[src/rtl/ffa_pkg.sv]
// ------------------------------------------------------------------------
// ffa_pkg
// Types, sizes and command codes shared by the allocator modules.
// ------------------------------------------------------------------------
`default_nettype none

package ffa_pkg;

  localparam int MAX_BLOCKS  = 64;
  localparam int QUEUE_DEPTH = 64;

  localparam int BLK_AW = $clog2(MAX_BLOCKS);
  localparam int BLK_CW = $clog2(MAX_BLOCKS + 1);
  localparam int Q_AW   = $clog2(QUEUE_DEPTH);
  localparam int Q_CW   = $clog2(QUEUE_DEPTH + 1);

  localparam int MEM_SIZE_RESET = 1024;

  // One allocated block, table kept sorted by start
  typedef struct packed {
    logic [23:0] start;
    logic [23:0] len;
    logic [31:0] rel;
  } blk_entry_t;

  // One waiting request
  typedef struct packed {
    logic [23:0] len;
    logic [30:0] hold;
  } q_entry_t;

  typedef enum logic [4:0] {
    OP_NONE,
    OP_LOAD,
    OP_MIN_INIT,
    OP_MIN_STEP,
    OP_CMP_INIT,
    OP_CMP_STEP,
    OP_CMP_END,
    OP_ITEM_PARAMS,
    OP_Q_PARAMS,
    OP_FIT_INIT,
    OP_FIT_STEP,
    OP_FIT_END,
    OP_SHIFT_INIT,
    OP_SHIFT_WR,
    OP_INSERT,
    OP_OVF,
    OP_Q_PUSH,
    OP_OUT
  } dp_op_t;

  typedef struct packed {
    dp_op_t op;
    logic   rd_prev;
  } dp_cmd_t;

  typedef struct packed {
    logic cnt_zero;
    logic idx_last;
    logic min_gt_limit;
    logic is_finish;
    logic fit_hit;
    logic found;
    logic tbl_full;
    logic q_empty;
    logic q_full;
    logic idx_eq_slot;
    logic retry;
    logic out_free;
  } dp_sts_t;

  typedef enum logic [4:0] {
    S_IDLE,
    S_MIN_START,
    S_MIN_RQ,
    S_MIN_CHK,
    S_MIN_END,
    S_CMP_RQ,
    S_CMP_CHK,
    S_CMP_END,
    S_RETRY,
    S_RETRY_LD,
    S_REL_DONE,
    S_FIT_START,
    S_FIT_RQ,
    S_FIT_CHK,
    S_FIT_END,
    S_FIT_DECIDE,
    S_SHIFT,
    S_SHIFT_RQ,
    S_SHIFT_WR,
    S_INSERT,
    S_OUT
  } ctrl_state_t;

endpackage

`default_nettype wire

[src/rtl/ffa_ctrl.sv]
// ------------------------------------------------------------------------
// ffa_ctrl
// Sequencer: release groups, queue retries, first-fit scan and insert.
// ------------------------------------------------------------------------
`default_nettype none

module ffa_ctrl (
  input  wire             clk,
  input  wire             rst_n,
  input  wire             in_valid,
  output logic            in_ready,
  input  ffa_pkg::dp_sts_t sts,
  output ffa_pkg::dp_cmd_t cmd
);
  import ffa_pkg::*;

  ctrl_state_t state_r, state_nxt;

  // Hold state
  always_ff @(posedge clk) begin
    if (!rst_n) begin
      state_r <= S_IDLE;
    end else begin
      state_r <= state_nxt;
    end
  end

  // Advance sequence
  always_comb begin
    state_nxt = state_r;
    case (state_r)
      S_IDLE:       if (in_valid) state_nxt = S_MIN_START;
      S_MIN_START:  state_nxt = sts.cnt_zero ? S_REL_DONE : S_MIN_RQ;
      S_MIN_RQ:     state_nxt = S_MIN_CHK;
      S_MIN_CHK:    state_nxt = sts.idx_last ? S_MIN_END : S_MIN_RQ;
      S_MIN_END:    state_nxt = sts.min_gt_limit ? S_REL_DONE : S_CMP_RQ;
      S_CMP_RQ:     state_nxt = S_CMP_CHK;
      S_CMP_CHK:    state_nxt = sts.idx_last ? S_CMP_END : S_CMP_RQ;
      S_CMP_END:    state_nxt = S_RETRY;
      S_RETRY:      state_nxt = sts.q_empty ? S_MIN_START : S_RETRY_LD;
      S_RETRY_LD:   state_nxt = S_FIT_START;
      S_REL_DONE:   state_nxt = sts.is_finish ? S_OUT : S_FIT_START;
      S_FIT_START:  state_nxt = sts.cnt_zero ? S_FIT_END : S_FIT_RQ;
      S_FIT_RQ:     state_nxt = S_FIT_CHK;
      S_FIT_CHK: begin
        if (sts.fit_hit) state_nxt = S_FIT_DECIDE;
        else if (sts.idx_last) state_nxt = S_FIT_END;
        else state_nxt = S_FIT_RQ;
      end
      S_FIT_END:    state_nxt = S_FIT_DECIDE;
      S_FIT_DECIDE: begin
        if (sts.found && !sts.tbl_full) state_nxt = S_SHIFT;
        else if (sts.retry) state_nxt = S_MIN_START;
        else state_nxt = S_OUT;
      end
      S_SHIFT:      state_nxt = sts.idx_eq_slot ? S_INSERT : S_SHIFT_RQ;
      S_SHIFT_RQ:   state_nxt = S_SHIFT_WR;
      S_SHIFT_WR:   state_nxt = S_SHIFT;
      S_INSERT:     state_nxt = sts.retry ? S_RETRY : S_OUT;
      S_OUT:        if (sts.out_free) state_nxt = S_IDLE;
      default:      state_nxt = S_IDLE;
    endcase
  end

  // Drive datapath commands
  always_comb begin
    cmd.op      = OP_NONE;
    cmd.rd_prev = 1'b0;
    in_ready    = 1'b0;
    case (state_r)
      S_IDLE: begin
        in_ready = 1'b1;
        if (in_valid) cmd.op = OP_LOAD;
      end
      S_MIN_START:  if (!sts.cnt_zero) cmd.op = OP_MIN_INIT;
      S_MIN_CHK:    cmd.op = OP_MIN_STEP;
      S_MIN_END:    if (!sts.min_gt_limit) cmd.op = OP_CMP_INIT;
      S_CMP_CHK:    cmd.op = OP_CMP_STEP;
      S_CMP_END:    cmd.op = OP_CMP_END;
      S_RETRY_LD:   cmd.op = OP_Q_PARAMS;
      S_REL_DONE:   if (!sts.is_finish) cmd.op = OP_ITEM_PARAMS;
      S_FIT_START:  cmd.op = OP_FIT_INIT;
      S_FIT_CHK:    cmd.op = OP_FIT_STEP;
      S_FIT_END:    cmd.op = OP_FIT_END;
      S_FIT_DECIDE: begin
        if (sts.found && !sts.tbl_full) cmd.op = OP_SHIFT_INIT;
        else if (!sts.retry) cmd.op = (sts.found || sts.q_full) ? OP_OVF : OP_Q_PUSH;
      end
      S_SHIFT_RQ:   cmd.rd_prev = 1'b1;
      S_SHIFT_WR:   cmd.op = OP_SHIFT_WR;
      S_INSERT:     cmd.op = OP_INSERT;
      S_OUT:        if (sts.out_free) cmd.op = OP_OUT;
      default:      cmd.op = OP_NONE;
    endcase
  end

endmodule

`default_nettype wire

[config.mk]
export PLATFORM = sky130hd
export DESIGN_NAME = ffa_ctrl
export DESIGN_NICKNAME = d
export VERILOG_FILES = /design/src/rtl/ffa_pkg.sv /design/src/rtl/ffa_ctrl.sv
export SDC_FILE = /design/constraint.sdc
export NUM_CORES = 1
export LEC_CHECK = 0
export ABC_CLOCK_PERIOD_IN_PS = 4100
export BUFFER_PORTS_ARGS = -buffer_cell sky130_fd_sc_hd__buf_2
export CAP_MARGIN = 25
export CORE_MARGIN = 2
export CORE_UTILIZATION = 55
export DETAILED_ROUTE_END_ITERATION = 10
export PLACE_DENSITY = 0.9
export SYNTH_ARGS = -nofsm -noshare
export SYNTH_HDL_FRONTEND = slang
export SYNTH_SLANG_ARGS = --single-unit
[constraint.sdc]
create_clock -name clk -period 4.1 [get_ports clk]
set_clock_uncertainty 0.15 [all_clocks]
set_input_delay 0.82 -clock clk [delete_from_list [all_inputs] [get_ports clk]]
set_output_delay 0.82 -clock clk [all_outputs]
set_load 0.05 [all_outputs]
---- Yosys cells after proc, flatten, opt, wreduce, memory -nomap -nowiden ----
Cells that the tools add are included.
W data, S select, Z words.
word-level totals
  output and inout port bits .............. 7
  bits of input ports ..................... 15
  logic and storage cells ................. 55
  register bits after elaboration ......... 5
cells by class
  mux-type cells .......................... 27
  reduce and logical (&&, ||, !) cells .... 5
  equal/unequal tests ..................... 22
operators with widths
  operator              count
  $pmux W5 S21          1
  $pmux W5 S15          1
  $mux W5               10
  $eq A5 B4 Y1 const B  8
  $eq A5 B5 Y1 const B  5
  $eq A5 B3 Y1 const B  4
  $mux W2               6
  $mux W4               3
  $eq A5 B2 Y1 const B  2
  $mux W3               3
  $eq A5 B1 Y1 const B  1
  $logic_not A5 Y1      1
  $ne A2 B2 Y1 const B  2
  $mux W1               3
  $reduce_and A2 Y1     1
  $logic_and A1 B1 Y1   1
  $logic_not A1 Y1      1
  $logic_or A1 B1 Y1    1

---- Longest topological paths before layout ----
  word-level depth ........................ 5
  depth in mapped cells ................... 6
  gate-level depth less buffers ........... 4

---- Least setup slack after synthesis ----
Ideal clock, no wire load.
  path kind ............................... in2out
  start point ............................. in sts[1] (netlist bit)
  end point ............................... out cmd[5] (netlist bit)
  data required time ...................... 3.130 ns
  slack ................................... 0.580 ns
  arrival ................................. 2.550 ns
  stages on the path ...................... 2
  buffers on the path ..................... 0
  cell sequence ........................... or4b_4 o31ai_1
RTL lines
  what             RTL line        RTL
  start, declared  ffa_ctrl.sv:12  input ffa_pkg::dp_sts_t sts,
  end, declared    ffa_ctrl.sv:13  output ffa_pkg::dp_cmd_t cmd

==> impl_table.tex <==
\begin{tabular}{lr}
\hline
Metric & Value \\
\hline
\multicolumn{2}{l}{\textbf{CTS}} \\
\quad Post-CTS setup repair buffer count & 0 \\
\quad Maximum buffer depth of the clock tree & 2 \\
\quad Total of hold buffers inserted after clock tree synthesis & 0 \\
\quad Number of buffers created by CTS & 3 \\
\quad Clock root cell & clkbuf\_4 \\
\quad CTS Sinks & 5 \\
\quad Number of cells upsized or downsized after cts & 0 \\
\quad TritonCTS clock tree & yes \\
\quad Skew-Pair Late Insertion Delay & 240 ps \\
\quad H-tree level count & 1 \\
\quad Clock transition at the register clock pins on the worst setup and hold paths after CTS & $\sim$40 ps \\
\multicolumn{2}{l}{\textbf{Worst setup path}} \\
\quad Path type of the worst setup path & flop to primary output \\
\quad Depth of the worst register-to-register path & 4 \\
\quad CP Data Arrival Time & 2310 ps \\
\quad Required time at the endpoint of the critical path & 3130 ps \\
\quad Nature of the critical path endpoint & primary output \\
\quad Register-to-register path setup slack & roughly 2000 ps \\
\quad Crit path cell chain & or4b\_4 > o22a\_1 > o211ai\_1 > buf\_2 \\
\quad Endpoint of the most critical register-to-register path & state\_r[4] \\
\quad Kind of start point of the critical path & flop \\
\quad FF-to-FF Start & state\_r[0] \\
\quad Slowest cell on crit path & dfxtp\_1 \\
\quad Largest fanout on the critical path & 28 \\
\quad Slowest cell delay on critical path & 910 ps \\
\multicolumn{2}{l}{\textbf{STA}} \\
\quad Worst Slack Setup Final & $\sim$820 ps \\
\quad Slew at the pin with the worst max-slew slack & between 900 and 1000 ps \\
\quad Final worst path period share & 80.0\% \\
\quad Fmax & between 0.3 and 0.4 GHz \\
\quad Sum of negative setup slack & 0 ps \\
\quad Total count of hold-check failures in the final report & 0 \\
\quad Final setup violation count & 0 \\
\quad Post-route minimum period & approximately 3300 ps \\
\quad Unrepaired setup endpoints after global routing & no \\
\quad Slew headroom & 39.8\% \\
\quad Final-report max-slew violation count & 0 \\
\multicolumn{2}{l}{\textbf{Yosys}} \\
\quad Share of flip-flops with an asynchronous set or reset & 0\% \\
\quad Top\_reg\_cell synth & dfxtp\_1 \\
\quad Count of unique library cells instantiated by Yosys & 48 \\
\quad Cell area after synthesis & 783 um2 \\
\quad Post-synthesis cell count & 115 \\
\quad Post-synthesis net count & between 100 and 150 \\
\quad Synthesized area divided by synthesized cell count & 6.81 um2 \\
\quad Number of warnings issued by yosys & 0 \\
\quad Portion of the post-synthesis area used by sequential elements & $\sim$13\% \\
\quad Flip-flop and latch count after synthesis & 5 \\
\quad EDFF count, synth & 0 \\
\multicolumn{2}{l}{\textbf{Placed design}} \\
\quad RD Place Congestion & 1.00 \\
\quad Placed Instances & 143 \\
\quad IO buf count & 21 \\
\quad Area after DPL & 875 um2 \\
\quad Final HPWL DP & roughly 1600 um \\
\quad Post-Place Setup Slack & 1030 ps \\
\multicolumn{2}{l}{\textbf{Floorplanning}} \\
\quad Number of core rows & 13 \\
\quad Vertical die dimension & 41.7 um \\
\quad Horizontal die dimension & approximately 42 um \\
\quad Die ar. & 0.00174 mm2 \\
\quad Standard cell core area & about 0.0013 mm2 \\
\quad Starting density of the core & between 50\% and 60\% \\
\quad Number of ports placed on the die boundary & 22 \\
\multicolumn{2}{l}{\textbf{Finish}} \\
\quad Post-synthesis to final-layout area growth & 15.0\% \\
\quad Final Non-Filler Cells & 147 \\
\quad Share of cells above drive strength 1 & about a quarter \\
\quad Post-route design area & 901 um2 \\
\quad Register with the most flip-flops & state\_r \\
\quad Number of flip-flops under the largest register name & 5 \\
\quad Registers with the most flip-flops & state\_r: 5 flops \\
\quad Core occupancy in the finished layout & just under 70\% \\
\quad N\_diodes & 0 \\
\quad Nets & 148 \\
\multicolumn{2}{l}{\textbf{Pwr}} \\
\quad Static leakage & 0.361 nW \\
\quad PwrDens & 655 mW/mm2 \\
\quad Worst vdd ir & 0.000371 V \\
\multicolumn{2}{l}{\textbf{Global route}} \\
\quad Antenna violations before repair & 0 \\
\quad Largest net degree at the start of global routing & 29 \\
\quad Global-route wire length before repair & 3530 um \\
\quad GRT Residual Overflow & 0 \\
\quad Total Routing Usage GR & 25.3\% \\
\quad Vias in the first global route & 858 \\
\multicolumn{2}{l}{\textbf{Hold path}} \\
\quad Worst hold path depth & 3 \\
\quad Beginning of the worst hold path & state\_r[1] \\
\quad Worst Hold Class & flop to flop \\
\quad Worst hold path endpoint & state\_r[3] \\
\multicolumn{2}{l}{\textbf{Outcome}} \\
\quad Status & completed \\
\multicolumn{2}{l}{\textbf{Routing}} \\
\quad Number of DRC markers in iteration 0 & 53 \\
\quad Number of vias after detailed routing & 990 \\
\quad Remaining design rule violation count & 0 \\
\quad Total iterations of the first detailed-routing run & 5 \\
\quad Drt wl/cell & 15.3 um \\
\quad Final antenna-violating net count & 0 \\
\quad Routed WL & 2260 um \\
\quad Via-to-Cell Ratio & 6.73 \\
\multicolumn{2}{l}{\textbf{Job}} \\
\quad Max Cap Viol & 0 \\
\hline
\end{tabular}
==> where the power goes <==
| part | switching, mW | total [mW] | internal, mW |
|---|---|---|---|
| sequential | 0.0538 | 0.119 | 0.0650 |
| clock | 0.0213 | 0.0581 | 0.0369 |
| combinational | 0.263 | 0.413 | 0.150 |
==> cell families after synthesis <==
group	Yosys count	share of synthesized area, %
buffers and inverters	14	7.99
AOI/OAI and AO/OA	41	35.6
muxes	2	2.72
and+or+nand+nor	51	38.7
xor gates and xnor gates	2	2.24
DFF	5	12.8
==> worst max-delay path by stage <==
stage / from / end / slack (ps) / cells past startpoint
final: state_r[0] / cmd[1] / 820 / 4
after global routing: state_r[0] / cmd[4] / 670 / 5
after CTS: state_r[0] / cmd[1] / 840 / 4
after detailed placement: sts[8] / cmd[1] / 1030 / 5
after global placement: sts[1] / cmd[1] / 1060 / 5
after floorplan: sts[1] / cmd[5] / 580 / 2
==> synth_stat cells, types with 3 or more instances <==
library cell,instances,area (um2)
inv_1,4,15.0
nand2b_1,5,31.3
o21ai_0,5,25.0
clkbuf_1,3,11.3
nand3b_1,4,30.0
nor2b_1,3,18.8
nor2_1,6,22.5
nand3_1,4,20.0
nor3_1,4,20.0
buf_2,5,25.0
a21oi_1,13,65.1
dfxtp_1,5,100
nand2_1,9,33.8
==> cell usage in the layout (no fill, tap or decap), types with 2 or more instances in the layout <==
| cell | n |
|---|---|
| a2111oi_0 | 2 |
| a21boi_0 | 2 |
| a21oi_1 | 13 |
| a31oi_1 | 2 |
| buf_2 | 21 |
| buf_4 | 2 |
| clkbuf_4 | 3 |
| dfxtp_1 | 5 |
| inv_1 | 4 |
| nand2_1 | 9 |
| nand2b_1 | 5 |
| nand3_1 | 4 |
| nand3b_1 | 4 |
| nand4_1 | 2 |
| nor2_1 | 6 |
| nor2b_1 | 3 |
| nor3_1 | 4 |
| nor4_1 | 2 |
| o211ai_1 | 2 |
| o21ai_0 | 5 |
| o22ai_1 | 2 |
| or2_2 | 2 |
| or3b_2 | 2 |
| xnor2_1 | 2 |
==> layer usage <==
metal	up-vias	GRT usage, %	share of wire, %
li1	479	-	-
met1	448	32.5	42
met2	57	40.9	50
met3	6	5.65	7.2
met4	0	9.68	1.4
met5	-	0	0
==> area by class of cell <==
cell class | count | area, um2
Clock buffer | 4 | 26.3
Inverter | 4 | 15.0
Fill cell | 118 | 417
Sequential cell | 5 | 100
Tap cell | 15 | 18.8
Multi-Input combinational cell | 96 | 621
Timing Repair Buffer | 23 | 120
==> worst max-delay path, delay by kind of cell, from the launching register on <==
kind,cells,cell delay (ps)
AO/OA/AOI/OAI,2,300
buffers and inverters,1,290
flip-flops,1,910
AND/OR/NAND/NOR,1,570
==> through the flow <==
step	hold WS, ps	power (mW)
floorplan	485	0.446
global placement	582	0.518
detailed placement	560	0.525
CTS	573	0.585
global route	603	0.632
finish	577	0.590
Note: power is estimated with default switching activity, not from simulation.
